`src/hw/rtl/tcgr_pkg.sv`:
```
// Shared types, constants and font table for the text cell glyph renderer
`timescale 1ns / 1ps
`default_nettype none
package tcgr_pkg;

    localparam int PANEL_WIDTH_DEF  = 240;
    localparam int PANEL_HEIGHT_DEF = 240;
    localparam int MAX_CELLS_DEF    = 16;

    localparam int CELL_IDX_W  = 4;
    localparam int CELL_COLS   = 6;
    localparam int CELL_ROWS   = 7;
    localparam int GLYPH_COLS  = 5;
    localparam int GLYPH_ROWS  = 7;
    localparam int ROW_W       = 12;
    localparam int GEO_W       = 14;
    localparam int QUEUE_DEPTH = 2;

    typedef enum logic [1:0] {
        CFG_ORIGIN_X   = 2'd0,
        CFG_ORIGIN_Y   = 2'd1,
        CFG_CELL_COUNT = 2'd2,
        CFG_SCALE      = 2'd3
    } t_cfg_idx;

    localparam logic KIND_WINDOW = 1'b0;
    localparam logic KIND_ROW    = 1'b1;

    typedef logic [GLYPH_COLS-1:0][GLYPH_ROWS-1:0] t_glyph;

    typedef struct packed {
        logic [7:0] origin_x;
        logic [7:0] origin_y;
        logic [4:0] cell_count;
        logic [1:0] scale;
    } t_cfg;

    typedef struct packed {
        logic [7:0]  win_left;
        logic [7:0]  win_top;
        logic [7:0]  win_right;
        logic [7:0]  win_bottom;
        t_glyph      glyph;
        logic [15:0] fore;
        logic [15:0] back;
        logic        dbl;
    } t_job;

    function automatic t_glyph glyph_cols(input logic [6:0] c0, input logic [6:0] c1,
                                          input logic [6:0] c2, input logic [6:0] c3,
                                          input logic [6:0] c4);
        t_glyph g;
        g[0] = c0;
        g[1] = c1;
        g[2] = c2;
        g[3] = c3;
        g[4] = c4;
        return g;
    endfunction

    function automatic t_glyph font_glyph(input logic [7:0] code);
        t_glyph g;
        case (code)
            8'h43:   g = glyph_cols(7'h3E, 7'h41, 7'h41, 7'h41, 7'h22);
            8'h50:   g = glyph_cols(7'h7F, 7'h09, 7'h09, 7'h09, 7'h06);
            8'h55:   g = glyph_cols(7'h3F, 7'h40, 7'h40, 7'h40, 7'h3F);
            8'h56:   g = glyph_cols(7'h1F, 7'h20, 7'h40, 7'h20, 7'h1F);
            8'h59:   g = glyph_cols(7'h07, 7'h08, 7'h70, 7'h08, 7'h07);
            8'h5A:   g = glyph_cols(7'h61, 7'h51, 7'h49, 7'h45, 7'h43);
            8'h58:   g = glyph_cols(7'h63, 7'h14, 7'h08, 7'h14, 7'h63);
            8'h2D:   g = glyph_cols(7'h08, 7'h08, 7'h08, 7'h08, 7'h08);
            8'h2E:   g = glyph_cols(7'h00, 7'h60, 7'h60, 7'h00, 7'h00);
            8'h41:   g = glyph_cols(7'h7E, 7'h11, 7'h11, 7'h11, 7'h7E);
            8'h42:   g = glyph_cols(7'h7F, 7'h49, 7'h49, 7'h49, 7'h36);
            8'h44:   g = glyph_cols(7'h7F, 7'h41, 7'h41, 7'h41, 7'h3E);
            8'h45:   g = glyph_cols(7'h7F, 7'h49, 7'h49, 7'h49, 7'h41);
            8'h46:   g = glyph_cols(7'h7F, 7'h09, 7'h09, 7'h09, 7'h01);
            8'h47:   g = glyph_cols(7'h3E, 7'h41, 7'h49, 7'h49, 7'h7A);
            8'h48:   g = glyph_cols(7'h7F, 7'h08, 7'h08, 7'h08, 7'h7F);
            8'h49:   g = glyph_cols(7'h00, 7'h41, 7'h7F, 7'h41, 7'h00);
            8'h4B:   g = glyph_cols(7'h7F, 7'h08, 7'h14, 7'h22, 7'h41);
            8'h4C:   g = glyph_cols(7'h7F, 7'h40, 7'h40, 7'h40, 7'h40);
            8'h4D:   g = glyph_cols(7'h7F, 7'h02, 7'h04, 7'h02, 7'h7F);
            8'h4E:   g = glyph_cols(7'h7F, 7'h04, 7'h08, 7'h10, 7'h7F);
            8'h4F:   g = glyph_cols(7'h3E, 7'h41, 7'h41, 7'h41, 7'h3E);
            8'h52:   g = glyph_cols(7'h7F, 7'h09, 7'h19, 7'h29, 7'h46);
            8'h53:   g = glyph_cols(7'h46, 7'h49, 7'h49, 7'h49, 7'h31);
            8'h54:   g = glyph_cols(7'h01, 7'h01, 7'h7F, 7'h01, 7'h01);
            8'h57:   g = glyph_cols(7'h3F, 7'h40, 7'h38, 7'h40, 7'h3F);
            8'h30:   g = glyph_cols(7'h3E, 7'h51, 7'h49, 7'h45, 7'h3E);
            8'h31:   g = glyph_cols(7'h00, 7'h42, 7'h7F, 7'h40, 7'h00);
            8'h32:   g = glyph_cols(7'h62, 7'h51, 7'h49, 7'h49, 7'h46);
            8'h33:   g = glyph_cols(7'h22, 7'h41, 7'h49, 7'h49, 7'h36);
            8'h34:   g = glyph_cols(7'h18, 7'h14, 7'h12, 7'h7F, 7'h10);
            8'h35:   g = glyph_cols(7'h2F, 7'h49, 7'h49, 7'h49, 7'h31);
            8'h36:   g = glyph_cols(7'h3E, 7'h49, 7'h49, 7'h49, 7'h30);
            8'h37:   g = glyph_cols(7'h01, 7'h71, 7'h09, 7'h05, 7'h03);
            8'h38:   g = glyph_cols(7'h36, 7'h49, 7'h49, 7'h49, 7'h36);
            8'h39:   g = glyph_cols(7'h06, 7'h49, 7'h49, 7'h29, 7'h1E);
            default: g = '0;
        endcase
        return g;
    endfunction

endpackage
`default_nettype wire

```
`src/hw/rtl/text_cell_glyph_renderer_top.sv`:
```
// Top level of the text cell glyph renderer: config registers, front end, queue, back end
//
// Usage:
//   Configuration: write origin_x, origin_y, cell_count and scale through
//   i_cfg_we / i_cfg_idx / i_cfg_data while no cell is in flight.
//   Input channel (i_valid / o_ready): one beat per text cell. A cell that is
//   out of range, or any cell under bad geometry, is dropped with no output.
//   Output channel (o_valid / i_ready): a redrawn cell gives one window beat,
//   then 7 rows at scale 1 or 14 rows at scale 2; o_run_last marks the last.
//   The cell's job goes into the queue, then into the output register as the
//   window beat once the row generator is free. The row generator emits one
//   beat per cycle while i_ready is high, so a redrawn cell holds it for its
//   window beat and all its rows; cells that need no redraw never reach it.
//   A two-entry job queue lets the front end take cells back to back while
//   the row generator is busy; o_ready drops when the queue is full.
//   A stalled receiver holds the output register and, in turn, the queue.
//   Reset (synchronous, active low) clears the drawn-cell store, committed
//   colors and field state, empties the queue and sets scale to 1.
`timescale 1ns / 1ps
`default_nettype none
module text_cell_glyph_renderer_top #(
    parameter int PANEL_WIDTH  = tcgr_pkg::PANEL_WIDTH_DEF,
    parameter int PANEL_HEIGHT = tcgr_pkg::PANEL_HEIGHT_DEF,
    parameter int MAX_CELLS    = tcgr_pkg::MAX_CELLS_DEF
) (
    input  wire logic        i_clk,
    input  wire logic        i_rst_n,
    input  wire logic        i_cfg_we,
    input  wire logic [1:0]  i_cfg_idx,
    input  wire logic [7:0]  i_cfg_data,
    input  wire logic        i_valid,
    output logic             o_ready,
    input  wire logic [3:0]  i_cell_index,
    input  wire logic [7:0]  i_char_code,
    input  wire logic [15:0] i_fore_color,
    input  wire logic [15:0] i_back_color,
    input  wire logic        i_update_end,
    output logic             o_valid,
    input  wire logic        i_ready,
    output logic             o_item_kind,
    output logic [7:0]       o_win_left,
    output logic [7:0]       o_win_top,
    output logic [7:0]       o_win_right,
    output logic [7:0]       o_win_bottom,
    output logic [11:0]      o_row_pattern,
    output logic [15:0]      o_row_fore,
    output logic [15:0]      o_row_back,
    output logic             o_run_last
);
    import tcgr_pkg::*;

    t_cfg r_cfg;
    logic w_push_valid;
    logic w_push_ready;
    t_job w_push_job;
    logic w_pop;
    logic w_pop_valid;
    t_job w_pop_job;

    always_ff @(posedge i_clk) begin
        if (!i_rst_n) begin
            r_cfg.origin_x   <= 8'd0;
            r_cfg.origin_y   <= 8'd0;
            r_cfg.cell_count <= 5'd0;
            r_cfg.scale      <= 2'd1;
        end else if (i_cfg_we) begin
            case (t_cfg_idx'(i_cfg_idx))
                CFG_ORIGIN_X:   r_cfg.origin_x   <= i_cfg_data;
                CFG_ORIGIN_Y:   r_cfg.origin_y   <= i_cfg_data;
                CFG_CELL_COUNT: r_cfg.cell_count <= i_cfg_data[4:0];
                CFG_SCALE:      r_cfg.scale      <= i_cfg_data[1:0];
                default:        r_cfg            <= r_cfg;
            endcase
        end
    end

    tcgr_front #(
        .PANEL_WIDTH  (PANEL_WIDTH),
        .PANEL_HEIGHT (PANEL_HEIGHT),
        .MAX_CELLS    (MAX_CELLS)
    ) u_front (
        .i_clk        (i_clk),
        .i_rst_n      (i_rst_n),
        .i_cfg        (r_cfg),
        .i_valid      (i_valid),
        .o_ready      (o_ready),
        .i_cell_index (i_cell_index),
        .i_char_code  (i_char_code),
        .i_fore_color (i_fore_color),
        .i_back_color (i_back_color),
        .i_update_end (i_update_end),
        .i_push_ready (w_push_ready),
        .o_push_valid (w_push_valid),
        .o_push_job   (w_push_job)
    );

    tcgr_queue u_queue (
        .i_clk        (i_clk),
        .i_rst_n      (i_rst_n),
        .i_push       (w_push_valid),
        .i_push_job   (w_push_job),
        .o_push_ready (w_push_ready),
        .i_pop        (w_pop),
        .o_pop_valid  (w_pop_valid),
        .o_pop_job    (w_pop_job)
    );

    tcgr_back u_back (
        .i_clk         (i_clk),
        .i_rst_n       (i_rst_n),
        .i_pop_valid   (w_pop_valid),
        .i_job         (w_pop_job),
        .o_pop         (w_pop),
        .o_valid       (o_valid),
        .i_ready       (i_ready),
        .o_item_kind   (o_item_kind),
        .o_win_left    (o_win_left),
        .o_win_top     (o_win_top),
        .o_win_right   (o_win_right),
        .o_win_bottom  (o_win_bottom),
        .o_row_pattern (o_row_pattern),
        .o_row_fore    (o_row_fore),
        .o_row_back    (o_row_back),
        .o_run_last    (o_run_last)
    );

endmodule
`default_nettype wire

```
`src/hw/rtl/tcgr_front.sv`:
```
// Front end: accept cell beats, check geometry, track drawn cells and queue redraw jobs
`timescale 1ns / 1ps
`default_nettype none
module tcgr_front #(
    parameter int PANEL_WIDTH  = 240,
    parameter int PANEL_HEIGHT = 240,
    parameter int MAX_CELLS    = 16
) (
    input  wire logic                  i_clk,
    input  wire logic                  i_rst_n,
    input  wire tcgr_pkg::t_cfg        i_cfg,
    input  wire logic                  i_valid,
    output logic                       o_ready,
    input  wire logic [3:0]            i_cell_index,
    input  wire logic [7:0]            i_char_code,
    input  wire logic [15:0]           i_fore_color,
    input  wire logic [15:0]           i_back_color,
    input  wire logic                  i_update_end,
    input  wire logic                  i_push_ready,
    output logic                       o_push_valid,
    output tcgr_pkg::t_job             o_push_job
);
    import tcgr_pkg::*;

    localparam int STORE_DEPTH = (MAX_CELLS < (1 << CELL_IDX_W)) ? MAX_CELLS
                                                                   : (1 << CELL_IDX_W);
    localparam int SIDX_W = (STORE_DEPTH > 1) ? $clog2(STORE_DEPTH) : 1;

    logic [7:0]        r_cell_chars [STORE_DEPTH];
    logic [15:0]       r_cfore;
    logic [15:0]       r_cback;
    logic              r_field_ready;

    logic              w_dbl;
    logic              w_scale_ok;
    logic [GEO_W-1:0]  w_span6;
    logic [GEO_W-1:0]  w_span;
    logic [GEO_W-1:0]  w_height_g;
    logic              w_geom_ok;
    logic              w_in_range;
    logic [SIDX_W-1:0] w_idx;
    logic              w_redraw;
    logic              w_act;
    logic [7:0]        w_off6;
    logic [7:0]        w_left;
    logic [7:0]        w_width;
    logic [7:0]        w_height;

    always_comb begin
        w_dbl      = (i_cfg.scale == 2'd2);
        w_scale_ok = (i_cfg.scale == 2'd1) || (i_cfg.scale == 2'd2);
        w_span6    = GEO_W'(i_cfg.cell_count) * GEO_W'(CELL_COLS);
        w_span     = w_dbl ? (w_span6 << 1) : w_span6;
        w_height_g = w_dbl ? GEO_W'(2 * CELL_ROWS) : GEO_W'(CELL_ROWS);
        w_geom_ok  = (i_cfg.cell_count != 5'd0)
                  && (GEO_W'(i_cfg.cell_count) <= GEO_W'(MAX_CELLS))
                  && w_scale_ok
                  && (GEO_W'(i_cfg.origin_x) + w_span <= GEO_W'(PANEL_WIDTH))
                  && (GEO_W'(i_cfg.origin_y) + w_height_g <= GEO_W'(PANEL_HEIGHT));
        w_in_range = {1'b0, i_cell_index} < i_cfg.cell_count;
        w_idx      = SIDX_W'(i_cell_index);
        w_redraw   = !r_field_ready || (i_fore_color != r_cfore)
                  || (i_back_color != r_cback) || (r_cell_chars[w_idx] != i_char_code);

        o_ready      = i_push_ready;
        w_act        = i_valid && o_ready && w_geom_ok && w_in_range;
        o_push_valid = w_act && w_redraw;

        w_off6   = 8'(i_cell_index) * 8'(CELL_COLS);
        w_left   = i_cfg.origin_x + (w_dbl ? (w_off6 << 1) : w_off6);
        w_width  = w_dbl ? 8'(2 * CELL_COLS) : 8'(CELL_COLS);
        w_height = w_dbl ? 8'(2 * CELL_ROWS) : 8'(CELL_ROWS);

        o_push_job.win_left   = w_left;
        o_push_job.win_top    = i_cfg.origin_y;
        o_push_job.win_right  = w_left + w_width - 8'd1;
        o_push_job.win_bottom = i_cfg.origin_y + w_height - 8'd1;
        o_push_job.glyph      = font_glyph(i_char_code);
        o_push_job.fore       = i_fore_color;
        o_push_job.back       = i_back_color;
        o_push_job.dbl        = w_dbl;
    end

    always_ff @(posedge i_clk) begin
        if (!i_rst_n) begin
            for (int i = 0; i < STORE_DEPTH; i++) begin
                r_cell_chars[i] <= 8'd0;
            end
            r_cfore       <= 16'd0;
            r_cback       <= 16'd0;
            r_field_ready <= 1'b0;
        end else if (w_act) begin
            if (w_redraw) begin
                r_cell_chars[w_idx] <= i_char_code;
            end
            if (i_update_end) begin
                r_cfore       <= i_fore_color;
                r_cback       <= i_back_color;
                r_field_ready <= 1'b1;
            end
        end
    end

endmodule
`default_nettype wire

```
`src/hw/rtl/tcgr_queue.sv`:
```
// Short job queue between the front end and the row generator
`timescale 1ns / 1ps
`default_nettype none
module tcgr_queue (
    input  wire logic           i_clk,
    input  wire logic           i_rst_n,
    input  wire logic           i_push,
    input  wire tcgr_pkg::t_job i_push_job,
    output logic                o_push_ready,
    input  wire logic           i_pop,
    output logic                o_pop_valid,
    output tcgr_pkg::t_job      o_pop_job
);
    import tcgr_pkg::*;

    localparam int PTR_W = (QUEUE_DEPTH > 1) ? $clog2(QUEUE_DEPTH) : 1;
    localparam int CNT_W = $clog2(QUEUE_DEPTH + 1);

    t_job             r_mem [QUEUE_DEPTH];
    logic [PTR_W-1:0] r_wr;
    logic [PTR_W-1:0] r_rd;
    logic [CNT_W-1:0] r_count;
    logic [PTR_W-1:0] n_wr;
    logic [PTR_W-1:0] n_rd;
    logic [CNT_W-1:0] n_count;

    always_comb begin
        o_push_ready = (r_count != CNT_W'(QUEUE_DEPTH));
        o_pop_valid  = (r_count != '0);
        o_pop_job    = r_mem[r_rd];
        n_wr    = r_wr;
        n_rd    = r_rd;
        n_count = r_count;
        if (i_push) begin
            n_wr = (r_wr == PTR_W'(QUEUE_DEPTH - 1)) ? '0 : r_wr + 1'b1;
        end
        if (i_pop) begin
            n_rd = (r_rd == PTR_W'(QUEUE_DEPTH - 1)) ? '0 : r_rd + 1'b1;
        end
        if (i_push && !i_pop) begin
            n_count = r_count + 1'b1;
        end else if (!i_push && i_pop) begin
            n_count = r_count - 1'b1;
        end
    end

    always_ff @(posedge i_clk) begin
        if (i_push) begin
            r_mem[r_wr] <= i_push_job;
        end
    end

    always_ff @(posedge i_clk) begin
        if (!i_rst_n) begin
            r_wr    <= '0;
            r_rd    <= '0;
            r_count <= '0;
        end else begin
            r_wr    <= n_wr;
            r_rd    <= n_rd;
            r_count <= n_count;
        end
    end

endmodule
`default_nettype wire

```
`src/hw/rtl/tcgr_back.sv`:
```
// Back end: emit the window beat and the scaled pixel rows of each queued job
`timescale 1ns / 1ps
`default_nettype none
module tcgr_back (
    input  wire logic           i_clk,
    input  wire logic           i_rst_n,
    input  wire logic           i_pop_valid,
    input  wire tcgr_pkg::t_job i_job,
    output logic                o_pop,
    output logic                o_valid,
    input  wire logic           i_ready,
    output logic                o_item_kind,
    output logic [7:0]          o_win_left,
    output logic [7:0]          o_win_top,
    output logic [7:0]          o_win_right,
    output logic [7:0]          o_win_bottom,
    output logic [11:0]         o_row_pattern,
    output logic [15:0]         o_row_fore,
    output logic [15:0]         o_row_back,
    output logic                o_run_last
);
    import tcgr_pkg::*;

    function automatic logic [ROW_W-1:0] row_bits(input t_glyph g, input logic [3:0] row,
                                                   input logic dbl);
        logic [ROW_W-1:0] pat;
        logic [2:0]       bit_idx;
        int               gc;
        pat     = '0;
        bit_idx = dbl ? row[3:1] : row[2:0];
        for (int c = 0; c < ROW_W; c++) begin
            gc = dbl ? (c >> 1) : c;
            if (gc < GLYPH_COLS) begin
                pat[c] = g[gc][bit_idx];
            end
        end
        return pat;
    endfunction

    t_job             r_job;
    logic             r_active;
    logic [3:0]       r_row;
    logic             r_valid;
    logic             r_kind;
    logic [7:0]       r_win_left;
    logic [7:0]       r_win_top;
    logic [7:0]       r_win_right;
    logic [7:0]       r_win_bottom;
    logic [ROW_W-1:0] r_pattern;
    logic [15:0]      r_fore;
    logic [15:0]      r_back;
    logic             r_last;

    t_job             n_job;
    logic             n_active;
    logic [3:0]       n_row;
    logic             n_valid;
    logic             n_kind;
    logic [7:0]       n_win_left;
    logic [7:0]       n_win_top;
    logic [7:0]       n_win_right;
    logic [7:0]       n_win_bottom;
    logic [ROW_W-1:0] n_pattern;
    logic [15:0]      n_fore;
    logic [15:0]      n_back;
    logic             n_last;

    logic             w_free;
    logic             w_last_row;

    always_comb begin
        w_free     = !r_valid || i_ready;
        w_last_row = (r_row == (r_job.dbl ? 4'(2 * CELL_ROWS - 1) : 4'(CELL_ROWS - 1)));

        o_pop        = 1'b0;
        n_job        = r_job;
        n_active     = r_active;
        n_row        = r_row;
        n_valid      = r_valid;
        n_kind       = r_kind;
        n_win_left   = r_win_left;
        n_win_top    = r_win_top;
        n_win_right  = r_win_right;
        n_win_bottom = r_win_bottom;
        n_pattern    = r_pattern;
        n_fore       = r_fore;
        n_back       = r_back;
        n_last       = r_last;

        if (w_free) begin
            n_valid = 1'b0;
            if (r_active) begin
                n_valid      = 1'b1;
                n_kind       = KIND_ROW;
                n_win_left   = 8'd0;
                n_win_top    = 8'd0;
                n_win_right  = 8'd0;
                n_win_bottom = 8'd0;
                n_pattern    = row_bits(r_job.glyph, r_row, r_job.dbl);
                n_fore       = r_job.fore;
                n_back       = r_job.back;
                n_last       = w_last_row;
                n_row        = r_row + 4'd1;
                if (w_last_row) begin
                    n_active = 1'b0;
                end
            end else if (i_pop_valid) begin
                o_pop        = 1'b1;
                n_job        = i_job;
                n_active     = 1'b1;
                n_row        = 4'd0;
                n_valid      = 1'b1;
                n_kind       = KIND_WINDOW;
                n_win_left   = i_job.win_left;
                n_win_top    = i_job.win_top;
                n_win_right  = i_job.win_right;
                n_win_bottom = i_job.win_bottom;
                n_pattern    = '0;
                n_fore       = 16'd0;
                n_back       = 16'd0;
                n_last       = 1'b0;
            end
        end
    end

    always_ff @(posedge i_clk) begin
        if (!i_rst_n) begin
            r_active <= 1'b0;
            r_valid  <= 1'b0;
        end else begin
            r_active <= n_active;
            r_valid  <= n_valid;
        end
    end

    always_ff @(posedge i_clk) begin
        r_job        <= n_job;
        r_row        <= n_row;
        r_kind       <= n_kind;
        r_win_left   <= n_win_left;
        r_win_top    <= n_win_top;
        r_win_right  <= n_win_right;
        r_win_bottom <= n_win_bottom;
        r_pattern    <= n_pattern;
        r_fore       <= n_fore;
        r_back       <= n_back;
        r_last       <= n_last;
    end

    assign o_valid       = r_valid;
    assign o_item_kind   = r_kind;
    assign o_win_left    = r_win_left;
    assign o_win_top     = r_win_top;
    assign o_win_right   = r_win_right;
    assign o_win_bottom  = r_win_bottom;
    assign o_row_pattern = r_pattern;
    assign o_row_fore    = r_fore;
    assign o_row_back    = r_back;
    assign o_run_last    = r_last;

endmodule
`default_nettype wire

```
`config.mk`:
```
export PLATFORM = sky130hd
export DESIGN_NAME = text_cell_glyph_renderer_top
export DESIGN_NICKNAME = d
export VERILOG_FILES = /design/src/hw/rtl/tcgr_pkg.sv /design/src/hw/rtl/text_cell_glyph_renderer_top.sv /design/src/hw/rtl/tcgr_front.sv /design/src/hw/rtl/tcgr_queue.sv /design/src/hw/rtl/tcgr_back.sv
export SDC_FILE = /design/constraint.sdc
export NUM_CORES = 1
export LEC_CHECK = 0
export BUFFER_PORTS_ARGS = -buffer_cell sky130_fd_sc_hd__buf_4
export CAP_MARGIN = 0
export CORE_MARGIN = 3
export CORE_UTILIZATION = 50
export DETAILED_ROUTE_END_ITERATION = 10
export PLACE_DENSITY = 0.67
export SLEW_MARGIN = 20
export SYNTH_ARGS = -nofsm -noshare
export SYNTH_HDL_FRONTEND = slang
export SYNTH_MEMORY_MAX_BITS = 65536
export SYNTH_SLANG_ARGS = --single-unit
```
`constraint.sdc`:
```
create_clock -name i_clk -period 10.1 [get_ports i_clk]
set_clock_uncertainty 0.1 [all_clocks]
set_input_delay 1.515 -clock i_clk [delete_from_list [all_inputs] [get_ports i_clk]]
set_output_delay 1.515 -clock i_clk [all_outputs]
set_load 0.03 [all_outputs]
```
==> impl_results.md, run 1 <==
* Post-CTS sizing at 0
* Clock transition at path regs at 60 ps
* Synth Register Bits at 539
* Critical path data required time at 10,220 ps
* Initial core utilization at 0.510
* Maximum clock path buffer count at 3
* CTS Sinks at 539
* Share of cells above drive strength 1 at 0.162
* Endpoints failing setup at 0
* Total Power at 6.82 mW
* Worst setup SP type: flip-flop
* Mapped Area at 0.0251 mm^2
* Distinct cells, synth at 73
* Largest net degree at the start of global routing at 75
* P_leak at 10.0 nW
* Slew headroom at 0.283
* GP Congestion at 0.903
* Hold Crit Class: flip-flop to flip-flop
* Routed Antenna Nets at 0
* Max-slew violations at 0
* Critical Path Max Stage Delay at 710 ps
* Post-DR vias/cell at 5.84
* R2R setup slack at 4050 ps
* Post-route DRC at 0
* Diodes inserted at 0
* Status: finished, final reports clean
* Hold buffer count at CTS at 0
* Post-synth EDFFs at 476
* Peak VDD IR at 0.196 mV
* Initial antenna violation count at 0
* Worst-Margin Slew at 1060 ps
* Finished Layout Cells at 2,793
* Vias at 16,300
* YS warnings at 0
* Post-CTS Setup Bufs at 0
* Buf/Inv on CP at 4
* Wire length of the first global-routing pass at 89,500 um
* CTS tree: built
* Vias in the first global route at 15,800
* Hold Vio Cnt, Final at 0
* Top delay family on crit path: buffers and inverters
* Post-route minimum period at 6050 ps
* Most frequent cells in the layout: 476 x edfxtp_1, 174 x nand2_1, 153 x buf_4
* GRT overflow at 0
* GRT Util Overall at 0.215
* Die height at 230 um
* Core Region at 0.0493 mm^2
* Fin crit share at 0.599
* Num ports at 140
* Post-detail-place hpwl at 37,400 um
* Worst Path Arrival at 6170 ps
* Commonest non-fill, non-tap cell in the layout: edfxtp_1
* Crit-path most repeated cell: buf_4
* Slowest-stage cell, CP: buf_4
* Port bufs at 137
* RSZ-0062 raised after global routing: no
* Crit path cell chain: inv_1, ha_1, mux2_2, fa_1, a21o_1, a21oi_1, xnor2_1, nand3_1, o311ai_1, nor4_4, buf_4, nand2_4, nor2_4, buf_4, buf_4
* Cells after DPL at 2,695
* Clock latency on the worst-skew pair at 600 ps
* TNS Setup at 0 ps
* Die ar. at 0.0529 mm^2
* Nets@finish at 2,212
* Fillers at 4,043
* Post-synthesis sequential area ratio at 0.620
* F_max at 165 MHz
* Area Growth Syn to Fin at 12.6%
* Drt initial violations at 1,460
* Clock Tree Root: clkbuf_16
* Cells after Synth at 2,021
* Total Wirelength at 58,300 um
* Cts bufs inserted at 53
* Max-cap violation count at 0
* H-tree depth at 2
* Avg Cell Area, Syn at 12.4 um^2
* Die width at 230 um
* Primary FF master, synth: edfxtp_1
* Crit path max fanout at 74
* Async SR Flop Fraction at 0
* PD cells at 241 mW/mm^2
* Pre-antenna DRT Iters at 6
* Critical path type: flip-flop to flip-flop
* Wire length per cell at 20.9 um
* Critical path endpoint category: flip-flop
* Row cnt at 81
tightest hold or removal path, cell delays in order (launching register included):
cell and delay [ps]:
dfxtp_1 310, nand2_1 50, a21oi_1 50
Yosys cell counts, drive strengths merged (9+ instances only):
cell	instances	area [um^2]
a21o	9	67.6
a21oi	129	646
a22o	11	96.3
a22oi	17	128
a31oi	14	87.6
and2	36	225
and3	12	75.1
buf	53	333
clkbuf	91	342
dfxtp	63	1260
edfxtp	476	14300
ha	61	763
inv	45	169
mux2	78	878
mux2i	130	1300
nand2	176	661
nand2b	12	75.1
nand3	65	325
nand4	9	56.3
nor2	128	483
nor2b	13	81.3
nor3	134	681
nor4	19	140
o21ai	72	364
o22ai	11	68.8
xnor2	52	455
xor2	20	175
kinds of logic after synthesis:
| group | synth area share |
|---|---|
| XOR/XNOR | 0.0251 |
| multiplexers | 0.0931 |
| buffers and inverters | 0.0339 |
| other | 0.000149 |
| adder cells (fa/ha/maj) | 0.0344 |
| AO/OA/AOI/OAI | 0.0779 |
| flip-flops | 0.620 |
| AND/OR/NAND/NOR | 0.116 |
where the power goes:
part	internal, mW	switching [mW]
registers	2.91	0.196
logic	0.610	1.08
clock network	1.19	0.837
total	4.71	2.11
sequential cells by signal (all words and copies together), names as in the netlist, 2 cells and up, named ones only:
register and flops:
u_front.r_cback 16, u_back.o_win_left 8, u_queue.r_mem 200, u_front.r_cfore 16
r_cfg 23, u_back.o_win_top 8, u_back.o_row_back 16, u_back.o_win_bottom 8
u_back.o_row_fore 16, u_back.o_row_pattern 10, u_front.r_cell_chars 128, u_queue.r_count 2
u_back.o_win_right 8, u_back.r_row 4, u_back.r_job 68
cell type report:
class                   instances  area (um^2)  area share
flip-flops and latches        539        15600       0.551
clock buffers                  68         1400      0.0496
clock inverters                30          398      0.0141
repair buffers                153         1150      0.0407
inverters                      47          179     0.00633
well taps                     664          831      0.0294
multi-input cells            1292         8730       0.309
path summary, 6_finish.rpt:
check / startpoint / to / cells after the start
setup / recovery: r_cfg[0]$_SDFFE_PN1P_ / u_queue.r_mem[1][65]$_DFFE_PP_ / 15
hold / removal: u_front.r_cfore[10]$_SDFFE_PN0P_ / u_front.r_cfore[10]$_SDFFE_PN0P_ / 2
setup reg to reg: r_cfg[0]$_SDFFE_PN1P_ / u_queue.r_mem[1][65]$_DFFE_PP_ / 15
hold reg to reg: u_front.r_cfore[10]$_SDFFE_PN0P_ / u_front.r_cfore[10]$_SDFFE_PN0P_ / 2
per-stage QoR:
stage                     setup slack (ps)   util  cell area (um^2)  hold slack (ps)
after floorplan                       1900      -             25100              306
after global placement                3670  0.537             26400              340
after detailed placement              3500  0.537             26400              356
after CTS                             3990  0.573             28200              364
after global routing                  3510  0.574             28300              383
final                                 4050  0.574             28300              363
per-layer routing:
metal | track usage | wire, um
met1 | 0.291 | 24900
met2 | 0.356 | 27900
met3 | 0.0379 | 3660
met4 | 0.0692 | 1790
met5 | 0 | 0
Power figures use the tool's default switching activity.
==> run 2: changes to the inputs <==
==> constraint.sdc (replaced) <==
create_clock -name i_clk -period 5.7 [get_ports i_clk]
set_clock_uncertainty 0.1 [all_clocks]
set_input_delay 0.855 -clock i_clk [delete_from_list [all_inputs] [get_ports i_clk]]
set_output_delay 0.855 -clock i_clk [all_outputs]
set_load 0.03 [all_outputs]
==> impl_results.md, run 2 (synthesis gave the netlist of run 1 again) <==
* GRT Util Overall at 0.215 (about the same)
* Vias at 16,100 (-1.3%)
* Port bufs at 137 (unchanged)
* Endpoints failing setup at 0 (unchanged)
* Vias in the first global route at 15,800 (-0.032%)
* Worst Path Arrival at 4950 ps (-1220 ps)
* Finished Layout Cells at 2,809 (+0.57%)
* Area Growth Syn to Fin at 12.6% (about the same)
* Crit path max fanout at 51 (-31%)
* Post-route DRC at 0 (unchanged)
* Critical path data required time at 5920 ps (-4300 ps)
* Die width at 230 um (unchanged)
* Die height at 230 um (unchanged)
* Largest reg by FF count: u_queue.r_mem
* Total Wirelength at 57,400 um (-1.5%)
* GRT overflow at 0 (unchanged)
* TNS Setup at 0 ps (unchanged)
* Cts bufs inserted at 54 (+1.9%)
* Commonest non-fill, non-tap cell in the layout: edfxtp_1
* Row cnt at 81 (unchanged)
* Pre-antenna DRT Iters at 5 (-1)
* Cells after DPL at 2,708 (+0.48%)
* Wire length of the first global-routing pass at 90,100 um (+0.60%)
* CTS Sinks at 539 (unchanged)
* Post-CTS Setup Bufs at 0 (unchanged)
* Share of cells above drive strength 1 at 0.162 (+0.000341)
* Clock latency on the worst-skew pair at 610 ps (about the same)
* Hold Vio Cnt, Final at 0 (unchanged)
* Hold buffer count at CTS at 0 (unchanged)
* Max-cap violation count at 0 (unchanged)
* Core Region at 0.0493 mm^2 (unchanged)
* H-tree depth at 2 (unchanged)
* Critical path type: flip-flop to flip-flop
* PD cells at 420 mW/mm^2 (+74%)
* Max-slew violations at 0 (unchanged)
* Largest regs: u_queue.r_mem: 200 flops, u_front.r_cell_chars: 128 flops, u_back.r_job: 68 flops
* Clock Tree Root: clkbuf_16
* Status: finished, final reports clean
* F_max at 211 MHz (+28%)
* RSZ-0062 raised after global routing: no
* Crit path setup slack, layout at 964 ps (-3080 ps)
* P_leak at 10.0 nW (about the same)
* Maximum clock path buffer count at 3 (unchanged)
* Num ports at 140 (unchanged)
* Most frequent cells in the layout: 476 x edfxtp_1, 175 x nand2_1, 163 x buf_4
* Clock transition at path regs at 60 ps (about the same)
* Fin crit share at 0.831 (+0.231)
* Hold Crit Class: input port to flip-flop
* Wire length per cell at 20.4 um (-2.1%)
* CTS tree: built
* Initial antenna violation count at 2 (+2)
* Peak VDD IR at 0.264 mV (+35%)
* Initial core utilization at 0.510 (unchanged)
* Pre-CTS worst setup slack at 831 ps (-2670 ps)
* GP Congestion at 0.918 (+1.6%)
* Nets@finish at 2,226 (+0.63%)
* Post-CTS sizing at 0 (unchanged)
* Worst-Margin Slew at 1060 ps (-3.40 ps)
* Critical path endpoint category: flip-flop
* Drt initial violations at 1,497 (+2.5%)
* Routed Antenna Nets at 0 (unchanged)
* Post-route minimum period at 4740 ps (-1320 ps)
* Die ar. at 0.0529 mm^2 (unchanged)
* Max FFs per register at 200 (unchanged)
* Post-detail-place hpwl at 37,400 um (-0.13%)
* Fillers at 4,015 (-0.69%)
* Worst setup SP type: flip-flop
* Largest net degree at the start of global routing at 101 (+35%)
* Slew headroom at 0.291 (+0.00805)
* Post-DR vias/cell at 5.73 (-1.9%)
run 2: area by class of cell:
class                      instances  area [um^2]  area share
multi-input combinational       1292         8740       0.309
inverter                          47          179     0.00633
timing repair buffer             166         1280      0.0454
clock buffer                      80         1490      0.0527
tap                              664          831      0.0294
clock inverter                    19          184     0.00651
antenna                            2         5.00    0.000177
sequential                       539        15600       0.550
run 2: final timing paths:
check                                                     start                                  endpoint  slack (ps)  cells past startpoint
worst max register to register            r_cfg[3]$_SDFFE_PN0P_  u_front.r_cell_chars[8][4]$_SDFFCE_PN0P_         960                     14
worst min register to register  u_front.r_cfore[9]$_SDFFE_PN0P_           u_front.r_cfore[9]$_SDFFE_PN0P_         360                      2
worst min-delay path                           i_fore_color[13]            u_queue.r_mem[1][30]$_DFFE_PP_         360                      1
worst max-delay path                      r_cfg[3]$_SDFFE_PN0P_  u_front.r_cell_chars[8][4]$_SDFFCE_PN0P_         960                     14
run 2: metal layers:
layer  share of wire  wire length (um)  up-vias  global-route usage
met1            0.44             25100     7805               0.302
met2            0.47             26900      554               0.344
li1                -                 -     7630                   -
met4           0.032              1830        0              0.0719
met3           0.063              3620      115              0.0365
met5               0                 0        -                   0
run 2: metrics by stage:
stage	utilization	instance area, um^2	total power [mW]	hold slack (ps)
global placement	0.540	26600	8.56	343
detailed placement	0.540	26600	8.62	357
CTS	0.574	28300	12.0	316
finish	0.574	28300	11.9	356
global route	0.574	28300	12.4	331
floorplan	-	25100	7.60	306
run 2: worst max-delay path: stages, from the launching register on:
cell	delay (ps)
dfxtp_1	370
ha_1	230
fa_1	400
xor2_1	180
mux2_2	280
ha_1	330
o21ai_0	100
o21ai_0	270
o2111ai_1	180
xnor2_1	200
nor4_4	380
nand2_4	380
buf_4	390
o21ai_0	400
buf_4	250
run 2: report_power, final:
part | internal [mW] | switching [mW]
clock | 1.90 | 1.46
combinational | 1.09 | 1.88
sequential | 5.16 | 0.377
